`config.mk`:
```
export PLATFORM = sky130hd
export DESIGN_NAME = sem_out_fifo
export DESIGN_NICKNAME = d
export VERILOG_FILES = /design/src/design/sem_pkg.sv /design/src/design/sem_out_fifo.sv
export SDC_FILE = /design/constraint.sdc
export NUM_CORES = 1
export LEC_CHECK = 0
export BUFFER_PORTS_ARGS = -buffer_cell sky130_fd_sc_hd__buf_2
export CAP_MARGIN = 20
export CELL_PAD_IN_SITES_DETAIL_PLACEMENT = 0
export CELL_PAD_IN_SITES_GLOBAL_PLACEMENT = 1
export CORE_MARGIN = 3
export CORE_UTILIZATION = 45
export CTS_CLUSTER_DIAMETER = 120
export CTS_CLUSTER_SIZE = 28
export DETAILED_ROUTE_END_ITERATION = 6
export GPL_ROUTABILITY_DRIVEN = 0
export GPL_TIMING_DRIVEN = 0
export PLACE_DENSITY = 0.8
export SLEW_MARGIN = 30
export SYNTH_ARGS = -nofsm -noshare
export SYNTH_HDL_FRONTEND = slang
export SYNTH_SLANG_ARGS = --single-unit
```
`constraint.sdc`:
```
create_clock -name i_clk -period 2.01 [get_ports i_clk]
set_input_delay 0.402 -clock i_clk [delete_from_list [all_inputs] [get_ports i_clk]]
set_output_delay 0.402 -clock i_clk [all_outputs]
set_load 0.01 [all_outputs]
```
`src/design/sem_pkg.sv`:
```
// Shared types and constants for the Sobel edge magnitude block.
package sem_pkg;

    // Pixel, row counter and configuration field widths
    localparam int PixW = 8;
    localparam int RowW = 12;
    localparam int CfgIdxW = 8;
    localparam int CfgDataW = 12;
    localparam int WidthFieldW = 11;

    // Configuration register indexes
    localparam logic [CfgIdxW-1:0] CfgIdxWidth = 8'd0;
    localparam logic [CfgIdxW-1:0] CfgIdxHeight = 8'd1;

    // Output queue
    localparam int FifoDepth = 4;
    localparam int FifoPtrW = 2;
    localparam int FifoCntW = 3;

    // Row and frame marks that ride along with a pixel
    typedef struct packed {
        logic row_end;
        logic frame_end;
    } t_tag;

    // One result item
    typedef struct packed {
        logic [PixW-1:0] edge_res;
        t_tag            tag;
    } t_res;

endpackage

```
`src/design/sem_out_fifo.sv`:
```
// Small output queue that decouples the pipeline from output backpressure.
module sem_out_fifo (
    input  logic                         i_clk,
    input  logic                         i_rst_n,
    input  logic                         i_wr_en,
    input  sem_pkg::t_res                i_wr_data,
    output logic                         o_tvalid,
    input  logic                         i_tready,
    output sem_pkg::t_res                o_rd_data,
    output logic [sem_pkg::FifoCntW-1:0] o_count
);
    import sem_pkg::*;

    t_res                r_mem [FifoDepth];
    logic [FifoPtrW-1:0] r_wr_ptr, r_rd_ptr;
    logic [FifoCntW-1:0] r_count;
    logic                pop;

    assign pop = (r_count != '0) && i_tready;

    always_ff @(posedge i_clk) begin
        if (!i_rst_n) begin
            r_wr_ptr <= '0;
            r_rd_ptr <= '0;
            r_count  <= '0;
        end else begin
            if (i_wr_en) begin
                r_wr_ptr <= r_wr_ptr + 1'b1;
            end
            if (pop) begin
                r_rd_ptr <= r_rd_ptr + 1'b1;
            end
            case ({i_wr_en, pop})
                2'b10:   r_count <= r_count + 1'b1;
                2'b01:   r_count <= r_count - 1'b1;
                default: r_count <= r_count;
            endcase
        end
    end

    always_ff @(posedge i_clk) begin
        if (i_wr_en) begin
            r_mem[r_wr_ptr] <= i_wr_data;
        end
    end

    assign o_tvalid  = (r_count != '0);
    assign o_rd_data = r_mem[r_rd_ptr];
    assign o_count   = r_count;

endmodule

```
==> metrics.csv <==
stage;metric;value;unit
timing;PnR worst setup slack;0.105;ns
power_and_ir_drop;Cell Pwr Density;1130;nW/um^2
routing;vias per inst;5.06;
global_route;first-pass GRT wire length;4700;um
synth;Avg Cell Area, Syn;19.5;um^2
timing;final setup TNS;0;ns
floorplanning;Die Area;5070;um^2
global_route;vias in the first global route;980;
worst_setup_path;Worst Path Arrival;2.13;ns
floorplanning;Core Rows;23;
clock_tree;Num CTS Buffers;5;
worst_setup_path;worst-path fanout max;6;
hold_path;Hold/Removal Path Class;in -> reg;
synth;syn_nets;118;
floorplanning;Initial Util;47.1;%
finish;Seq. cell area;1380;um^2
timing;Slew Viols, Final;0;
synth;Netlist cell types;20;
clock_tree;post-CTS sizing;0;
routing;post-route ant nets;0;
worst_setup_path;CP Capture Type;flop;
timing;final hold violation count;0;
clock_tree;clk_lat worst skew;0.30;ns
finish;area of the multi-input gates;492;um^2
global_route;largest net degree at the start of global routing;16;
run_status;outcome;completed;
clock_tree;Sink Count;49;
power_and_ir_drop;Sw Pwr;0.000633;W
worst_setup_path;Required @ worst endpoint;2.23;ns
floorplanning;die span in x;71.2;um
floorplanning;DIE HEIGHT;71.2;um
power_and_ir_drop;sequential power share;50.1;%
global_route;global routing usage on met2;21.2;%
placed_design;# port buffers;27;
synth;Post-Syn Instances;98;
power_and_ir_drop;P_leak;0.789;nW
finish;# fillers;326;
placed_design;Setup WS pre-CTS;0.0320;ns
power_and_ir_drop;Gate power share;23.3;%
floorplanning;total I/O pin count;28;
placed_design;DP Cell Count;175;
routing;initial DRC count;60;
clock_tree;Root Buffer;clkbuf_8;
placed_design;DP HPWL;2000;um
global_route;met1 usage;14.5;%
synth;yosys warns;0;
synth;ys flop type;edfxtp_1;
finish;post-route insts no fill;183;
finish;Area Overhead vs Synth;16.1;%
synth;synthesized area;1910;um^2
routing;Initial DRT Pass Iterations;4;
power_and_ir_drop;clock power share;26.7;%
global_route;All-Layer GR Usage;12.6;%
synth;ys async rst share;0;%
power_and_ir_drop;Pint;0.00187;W
clock_tree;# hold bufs at CTS;0;
clock_tree;CTS tree;built;
timing;RSZ-0062 raised after global routing;false;
synth;Synth Register Bits;49;
worst_setup_path;Setup CP Type;reg -> reg;
finish;commonest non-fill, non-tap cell in the layout;edfxtp_1;
synth;post-synthesis sequential area ratio;72.3;%
finish;nets;152;
global_route;met3 GRT Util;3.84;%
clock_tree;H-Tree Level Count;2;
timing;# setup viols final;0;
job;Max Cap Violations;0;
global_route;gr ovfl total;0;
timing;fmax;525;MHz
clock_tree;deepest clock path buffer count;2;
finish;layout cell share with drive strength beyond 1;38.3;%
global_route;gr busiest metal;met2;
routing;WL/cell;15.7;um
power_and_ir_drop;Max rail drop VDD;0.000581;V
floorplanning;Core Region;4060;um^2
finish;commonest non-fill, non-tap cells in the layout;40 x edfxtp_1, 27 x buf_2, 10 x mux4_2;
global_route;initial antenna violation count;0;
worst_setup_path;Worst setup SP type;flop;
finish;Ant. Diodes;0;
routing;Detailed Route WL;2870;um
synth;EDFF count, synth;40;
timing;Slew @ Worst Pin;0.541;ns
timing;Tcrit/Tclk final;94.8;%
routing;vias;926;
timing;skew final;0.00579;ns
timing;Final min period;1.90;ns
power_and_ir_drop;Sw Ratio;25.3;%
clock_tree;clk slew on worst S/H paths;0.09;ns
routing;DRC;0;
clock_tree;postcts setup bufs;0;
timing;Slew HR;64.0;%
[worst max-delay path, stage by stage, from the launching register on]
cell and delay [ns]:
dfxtp_1 0.42, o31a_2 0.18, ha_1 0.18, inv_1 0.06, fa_1 0.37, xor2_1 0.15, or3_1 0.30, a21boi_0 0.16
[cells in the mapped netlist (2+ instances only)]
master / number / area share [%]
edfxtp_1: 40 / 63
mux4_2: 10 / 12
dfxtp_1: 9 / 9.4
and2_1: 8 / 2.6
inv_1: 6 / 1.2
ha_1: 5 / 3.3
nor2b_1: 3 / 0.98
xnor2_1: 3 / 1.4
o21ai_0: 2 / 0.52
xor2_1: 2 / 0.92
[power by group through the flow]
stage	clock network, W	logic [W]	registers [W]
3_5_place_dp	0	0.000595	0.00127
6_report	0.000666	0.000581	0.00125
3_3_place_gp	0	0.000582	0.00126
2_1_floorplan	0	0.000404	0.00127
4_1_cts	0.000681	0.000596	0.00125
5_1_grt	0.000731	0.000645	0.00126
[final timing paths]
check                    start           to  slack, ns  cells after the start
setup / recovery    o_count[2]   o_count[2]       0.11                      7
hold / removal    i_wr_data[2]  r_mem[3][2]       0.32                      1
setup reg to reg    o_count[2]   o_count[2]       0.11                      7
hold reg to reg    r_wr_ptr[1]  r_wr_ptr[1]       0.56                      2
[routing by layer]
layer | share of wire, % | wire [um] | vias up
met5 | 0 | 0 | -
met4 | 2.1 | 61 | 0
met3 | 4.8 | 138 | 7
met2 | 50 | 1440 | 19
met1 | 43 | 1230 | 458
li1 | - | - | 442
[area by class of cell]
type / count / share of cell area [%]
multi-input combinational: 41 / 22.2
inverter: 6 / 1.01
tap: 50 / 2.82
buffer: 2 / 0.733
clock buffer: 6 / 3.27
sequential: 49 / 62.3
timing repair buffer: 27 / 6.09
clock inverter: 2 / 1.58
[state kept, by name, indices dropped and copies added, names as in the netlist, named ones only]
signal and count:
r_rd_ptr 2, r_wr_ptr 2, o_count 3, r_mem 40
[logic make-up (layout without fill, tap and decap cells)]
family                   count (synthesis)  in the layout  synth area share, %
AND/OR/NAND/NOR                         14             14                 4.52
XOR/XNOR                                 5              5                 2.29
AO/OA/AOI/OAI                            5              5                 2.29
buffers and inverters                    8             43                 2.03
flip-flops                              49             49                 72.3
multiplexers                            11             11                 12.3
adder cells (fa/ha/maj)                  6              6                 4.32
[metrics by stage]
stage               utilization [%]  instance area [um^2]  hold slack, ns  total power, W
finish                         54.7                  2220           0.317         0.00250
global route                   54.7                  2220           0.304         0.00264
CTS                            54.6                  2220           0.308         0.00252
detailed placement             52.0                  2110           0.551         0.00187
global placement               52.0                  2110           0.530         0.00185
floorplan                         -                  1910           0.501         0.00167
No activity file was read; power rests on OpenSTA's default activity.
