File: config.mk
export PLATFORM = sky130hd
export DESIGN_NAME = sem_grad
export DESIGN_NICKNAME = d
export VERILOG_FILES = /design/src/design/sem_pkg.sv /design/src/design/sem_grad.sv
export SDC_FILE = /design/constraint.sdc
export NUM_CORES = 1
export LEC_CHECK = 0
export BUFFER_PORTS_ARGS = -buffer_cell sky130_fd_sc_hd__buf_4
export CORE_MARGIN = 1
export CORE_UTILIZATION = 35
export CTS_BUF_LIST = sky130_fd_sc_hd__clkbuf_8
export CTS_CLUSTER_SIZE = 20
export DETAILED_ROUTE_END_ITERATION = 12
export PLACE_DENSITY = 0.61
export SYNTH_ARGS = -nofsm -noshare
export SYNTH_HDL_FRONTEND = slang
export SYNTH_SLANG_ARGS = --single-unit
File: constraint.sdc
create_clock -name i_clk -period 5.5 [get_ports i_clk]
set_clock_uncertainty 0.05 [all_clocks]
set_input_delay 1.65 -clock i_clk [delete_from_list [all_inputs] [get_ports i_clk]]
set_output_delay 1.65 -clock i_clk [all_outputs]
set_load 0.01 [all_outputs]
File: src/design/sem_pkg.sv
// Shared types and constants for the Sobel edge magnitude block.
package sem_pkg;

    // Pixel, row counter and configuration field widths
    localparam int PixW = 8;
    localparam int RowW = 12;
    localparam int CfgIdxW = 8;
    localparam int CfgDataW = 12;
    localparam int WidthFieldW = 11;

    // Configuration register indexes
    localparam logic [CfgIdxW-1:0] CfgIdxWidth = 8'd0;
    localparam logic [CfgIdxW-1:0] CfgIdxHeight = 8'd1;

    // Output queue
    localparam int FifoDepth = 4;
    localparam int FifoPtrW = 2;
    localparam int FifoCntW = 3;

    // Row and frame marks that ride along with a pixel
    typedef struct packed {
        logic row_end;
        logic frame_end;
    } t_tag;

    // One result item
    typedef struct packed {
        logic [PixW-1:0] edge_res;
        t_tag            tag;
    } t_res;

endpackage

File: src/design/sem_grad.sv
// 3x3 window columns, Sobel gradients and saturated L1 magnitude.
module sem_grad (
    input  logic                  i_clk,
    input  logic                  i_rst_n,
    input  logic                  i_act,
    input  logic                  i_prod,
    input  sem_pkg::t_tag         i_tag,
    input  logic [sem_pkg::PixW-1:0] i_top,
    input  logic [sem_pkg::PixW-1:0] i_mid,
    input  logic [sem_pkg::PixW-1:0] i_bot,
    output logic                  o_valid,
    output sem_pkg::t_res         o_res
);
    import sem_pkg::*;

    // window: left column (lt, lm, lb) and center column (ct, cm, cb)
    logic [PixW-1:0] r_lt, r_lm, r_lb, r_ct, r_cm, r_cb;
    logic [PixW+1:0] col_l, col_r, row_t, row_b;
    logic [PixW+1:0] n_ax, n_ay;
    logic [PixW+1:0] r_ax, r_ay;
    logic            r_v2;
    t_tag            r_tag2;
    logic [PixW+2:0] sum;

    always_comb begin
        col_l = {2'b00, r_lt} + {1'b0, r_lm, 1'b0} + {2'b00, r_lb};
        col_r = {2'b00, i_top} + {1'b0, i_mid, 1'b0} + {2'b00, i_bot};
        row_t = {2'b00, r_lt} + {1'b0, r_ct, 1'b0} + {2'b00, i_top};
        row_b = {2'b00, r_lb} + {1'b0, r_cb, 1'b0} + {2'b00, i_bot};
        n_ax  = (col_r >= col_l) ? (col_r - col_l) : (col_l - col_r);
        n_ay  = (row_b >= row_t) ? (row_b - row_t) : (row_t - row_b);
    end

    always_ff @(posedge i_clk) begin
        if (!i_rst_n) begin
            r_lt <= '0;
            r_lm <= '0;
            r_lb <= '0;
            r_ct <= '0;
            r_cm <= '0;
            r_cb <= '0;
            r_v2 <= 1'b0;
        end else begin
            r_v2 <= i_act && i_prod;
            if (i_act) begin
                r_lt <= r_ct;
                r_lm <= r_cm;
                r_lb <= r_cb;
                r_ct <= i_top;
                r_cm <= i_mid;
                r_cb <= i_bot;
            end
        end
    end

    always_ff @(posedge i_clk) begin
        r_ax   <= n_ax;
        r_ay   <= n_ay;
        r_tag2 <= i_tag;
    end

    assign sum = {1'b0, r_ax} + {1'b0, r_ay};

    assign o_valid         = r_v2;
    assign o_res.edge_res  = (|sum[PixW+2:PixW]) ? {PixW{1'b1}} : sum[PixW-1:0];
    assign o_res.tag       = r_tag2;

endmodule

==> impl_summary.md <==
Clocking
For this design, the CTS-stage hold fixing added 0 buffers. After clock tree synthesis, the clock-pin slew on the worst setup and hold paths is 0.08 ns. In this run, post-CTS repair resized a total of 0 instances. The buffer depth of the longest clock path is 2. TritonCTS created 9 clock buffers.

TritonCTS built the clock tree. The source-to-sink clock delay at the later pin of the worst-skew pair is 0.37 ns. Buffers added to address setup during post-CTS repair amount to 0. In this run the clock root is driven by a sky130_fd_sc_hd__clkbuf_8. The H-tree depth is 3.

The clock drives 71 sinks.

Timing
The number of max-slew violations in the final report is 0. The final critical-path required period is 5.18 ns. Setup repair after global routing left no endpoint under its margin. The slew of the pin with the lowest slew margin is 0.831 ns. Headroom to the max-slew limit came out at 44.6%. The worst hold slack after final layout is 0.472 ns.

Setup violations remaining at the end of the flow were counted as 0. Summed over all failing endpoints, the final setup total negative slack is 0 ns. Static timing analysis puts the maximum clock frequency at 193 MHz. Dividing the final minimum period by the clock period gives 94.3%. Setup slack closes at 0.316 ns. The final-report hold violation count is 0.

Flow run
Max-cap violations in this run came to 0.

Route
The detail route stage leaves a number of antenna-violating nets equal to 0. After detailed routing, the number of remaining DRC violations is 0. The starting DRC count in detailed routing is 174. The total length of routed wires is 13400 µm. The count of TritonRoute iterations in the first routing pass is 4.

Dividing the detail-routed via count by the number of cells gives 4.81. Dividing the detail-routed wire length by the instance count gives 14.5 µm. The routed layout has 4438 vias.

Floorplan
The die is 135 µm wide. The area of the core is 17300 µm². The die covers 18300 µm².

The floorplan has 48 rows. The height of the die is 135 µm. The count of boundary I/O pins is 41. The initial utilization of the core area, before any placement, comes to 35.9%.

Synth
In this run, synthesis inferred 0 flip-flops with an integrated enable. After synthesis the netlist holds a flip-flop and latch count of 71. The share of synthesized area occupied by flip-flops and latches is 22.9%. After technology mapping, the gate count stands at 648. Yosys attributes the largest share of cell area to sky130_fd_sc_hd__dfxtp_1 23%, sky130_fd_sc_hd__ha_1 17%, sky130_fd_sc_hd__fa_1 12%. The count of different cell masters after synthesis is 50. Of all cell types, the one taking the most synthesized area is sky130_fd_sc_hd__dfxtp_1. The top cell type by area accounts for 22.9% of the synthesized area. A synthesized cell averages 9.59 µm². The Yosys warning count is 0. The most common flop cell mapped by yosys is sky130_fd_sc_hd__dfxtp_1.

Of all flip-flops after synthesis, the portion carrying an async set or reset was 0%. When the netlist entered floorplanning its net count stood at 799. The cell area after synthesis is 6210 µm².

Place
Summing all placed instances gives a cell area of 6800 µm². After legalization and detailed placement, the total HPWL measured 11000 µm. The worst-case setup slack after placement is -0.0660 ns.

Including well taps, the total number of placed cells is 907. In this run the tool buffered the top-level ports with 40 buffer cells. The last weighted congestion value of the routability-driven placer is 0.847.

Global routing
The via count of the first global-routing pass is 4357. For this run the aggregate overflow at the end of global routing stands at 0. The pin count of the biggest net entering global routing is 50. The number of antenna violations at the first check in global routing is 0. In the global route stage, overall resource usage came out at 15.7%. The first global-routing pass estimated 22200 µm of wire.

Setup path
The worst setup path is launched from an input port. The endpoint class of the critical path is a register. In this run the worst path has a maximum fanout of 8.

The path type of the worst setup path is in -> reg. STA puts the critical path data arrival time at 5.42 ns. At the worst endpoint, the required time is 5.74 ns.

Finish
The final standard cell count with taps included and fillers excluded is 923. The diode insertion count for antenna repair is 0. After routing the design area is 6990 µm². In the final layout, the share of cells above drive strength 1 is 10.6%.

From synthesis to final layout, the design area changed by 12.5%. The post-layout net count is 844. After filler insertion, the fill cell instance count of the layout stands at 1768.

Status
The run finished with clean final reports.

Power
The power per unit of standard cell area is 403 nW/µm². Summed over all cells, the static leakage comes to 0.00351 µW. IR analysis of the VDD net gives a maximum drop of 218 µV.

Worst hold path
The path type of the worst min-delay path is reg -> reg.
==> path summary, 6_finish.rpt <==
kind                            depth (start not counted)  slack (ns)            startpoint                    to
worst max-delay path                                   20        0.32              i_bot[1]       r_ay[3]$_DFF_P_
worst min-delay path                                    2        0.47  r_cm[4]$_SDFFE_PN0P_  r_cm[4]$_SDFFE_PN0P_
worst max register to register                         19        1.34  r_cb[0]$_SDFFE_PN0P_       r_ay[3]$_DFF_P_
worst min register to register                          2        0.47  r_cm[4]$_SDFFE_PN0P_  r_cm[4]$_SDFFE_PN0P_
==> cell usage in the layout (no fill, tap or decap), types with 15 or more instances in the layout <==
cell	synthesis	layout
sky130_fd_sc_hd__nand2_1	21	21
sky130_fd_sc_hd__mux2i_1	65	65
sky130_fd_sc_hd__nor2b_1	57	57
sky130_fd_sc_hd__buf_4	1	52
sky130_fd_sc_hd__a21oi_1	34	34
sky130_fd_sc_hd__xor2_1	23	23
sky130_fd_sc_hd__o21ai_0	20	20
sky130_fd_sc_hd__xnor2_1	26	26
sky130_fd_sc_hd__inv_1	70	72
sky130_fd_sc_hd__a21o_1	26	26
sky130_fd_sc_hd__dfxtp_1	71	71
sky130_fd_sc_hd__fa_1	37	37
sky130_fd_sc_hd__ha_1	84	84
sky130_fd_sc_hd__nor2_1	15	15
==> area by class of cell <==
class / count / area (µm²) / area share (%)
repair buffers: 54 / 430 / 6.15
flip-flops and latches: 71 / 1420 / 20.3
inverters: 70 / 263 / 3.76
clock inverters: 6 / 52.6 / 0.751
clock buffers: 10 / 138 / 1.97
multi-input cells: 487 / 4410 / 63.0
well taps: 225 / 282 / 4.03
==> where the power goes <==
part	total [µW]	switching (µW)	internal (µW)
Combinational	1730	917	811
Clock	420	203	216
Sequential	670	53.6	617
Total	2820	1170	1640
==> synth_stat cells, types with 4 or more instances <==
library cell / instances
sky130_fd_sc_hd__o211ai_1: 5
sky130_fd_sc_hd__buf_2: 5
sky130_fd_sc_hd__nor2b_1: 57
sky130_fd_sc_hd__mux2i_1: 65
sky130_fd_sc_hd__a21o_1: 26
sky130_fd_sc_hd__nand2_1: 21
sky130_fd_sc_hd__nor3_1: 4
sky130_fd_sc_hd__nand2b_1: 8
sky130_fd_sc_hd__nor2_1: 15
sky130_fd_sc_hd__xor2_1: 23
sky130_fd_sc_hd__o21a_1: 14
sky130_fd_sc_hd__a31oi_1: 6
sky130_fd_sc_hd__nand3_1: 4
sky130_fd_sc_hd__ha_1: 84
sky130_fd_sc_hd__a21oi_1: 34
sky130_fd_sc_hd__fa_1: 37
sky130_fd_sc_hd__dfxtp_1: 71
sky130_fd_sc_hd__clkbuf_1: 6
sky130_fd_sc_hd__buf_6: 5
sky130_fd_sc_hd__o21ai_0: 20
sky130_fd_sc_hd__xnor2_1: 26
sky130_fd_sc_hd__inv_1: 70
==> per-layer routing <==
layer  vias up  track usage, %  wire, µm
met2        85            23.6      5860
met4         0            4.87       184
li1       2292               -         -
met3        11            3.03       503
met5         -               0         0
met1      2050            22.5      6820
==> worst max-delay path: stages <==
cell and delay, ns:
sky130_fd_sc_hd__buf_4 0.09, sky130_fd_sc_hd__inv_1 0.07, sky130_fd_sc_hd__fa_1 0.54, sky130_fd_sc_hd__inv_1 0.04, sky130_fd_sc_hd__ha_1 0.22, sky130_fd_sc_hd__fa_1 0.41, sky130_fd_sc_hd__a21o_1 0.18, sky130_fd_sc_hd__a21oi_1 0.21
sky130_fd_sc_hd__o21ai_0 0.12, sky130_fd_sc_hd__a21oi_1 0.22, sky130_fd_sc_hd__xnor2_1 0.12, sky130_fd_sc_hd__ha_1 0.33, sky130_fd_sc_hd__nand2_1 0.09, sky130_fd_sc_hd__buf_4 0.15, sky130_fd_sc_hd__o21a_1 0.18, sky130_fd_sc_hd__a31oi_2 0.25
sky130_fd_sc_hd__o21ai_4 0.09, sky130_fd_sc_hd__buf_12 0.15, sky130_fd_sc_hd__mux2i_1 0.17, sky130_fd_sc_hd__xor2_1 0.17
==> cells by family (layout without fill, tap and decap cells) <==
family / after synthesis / after routing / synth area share [%]
AO/OA/AOI/OAI: 133 / 133 / 14.2
adder cells (fa/ha/maj): 121 / 121 / 28.8
AND/OR/NAND/NOR: 119 / 119 / 10.5
buffers and inverters: 90 / 140 / 6.20
flip-flops: 71 / 71 / 22.9
multiplexers: 65 / 65 / 10.5
XOR/XNOR: 49 / 49 / 6.91
==> metrics by stage <==
step                      total power [µW]  utilization (%)
final                                 2820             40.4
after global routing                  3070             40.4
after CTS                             2840             40.4
after detailed placement              2400             39.3
after global placement                2390             39.3
after floorplan                       1980                -
==> registers in the layout, summed over array words and instances (netlist names) <==
register and flops:
r_lb 8, r_ct 8, o_valid 1, r_cb 8, r_ax 10, r_lm 8, r_ay 10, r_cm 8
o_res 2, r_lt 8
(Power assumes the default switching activity.)
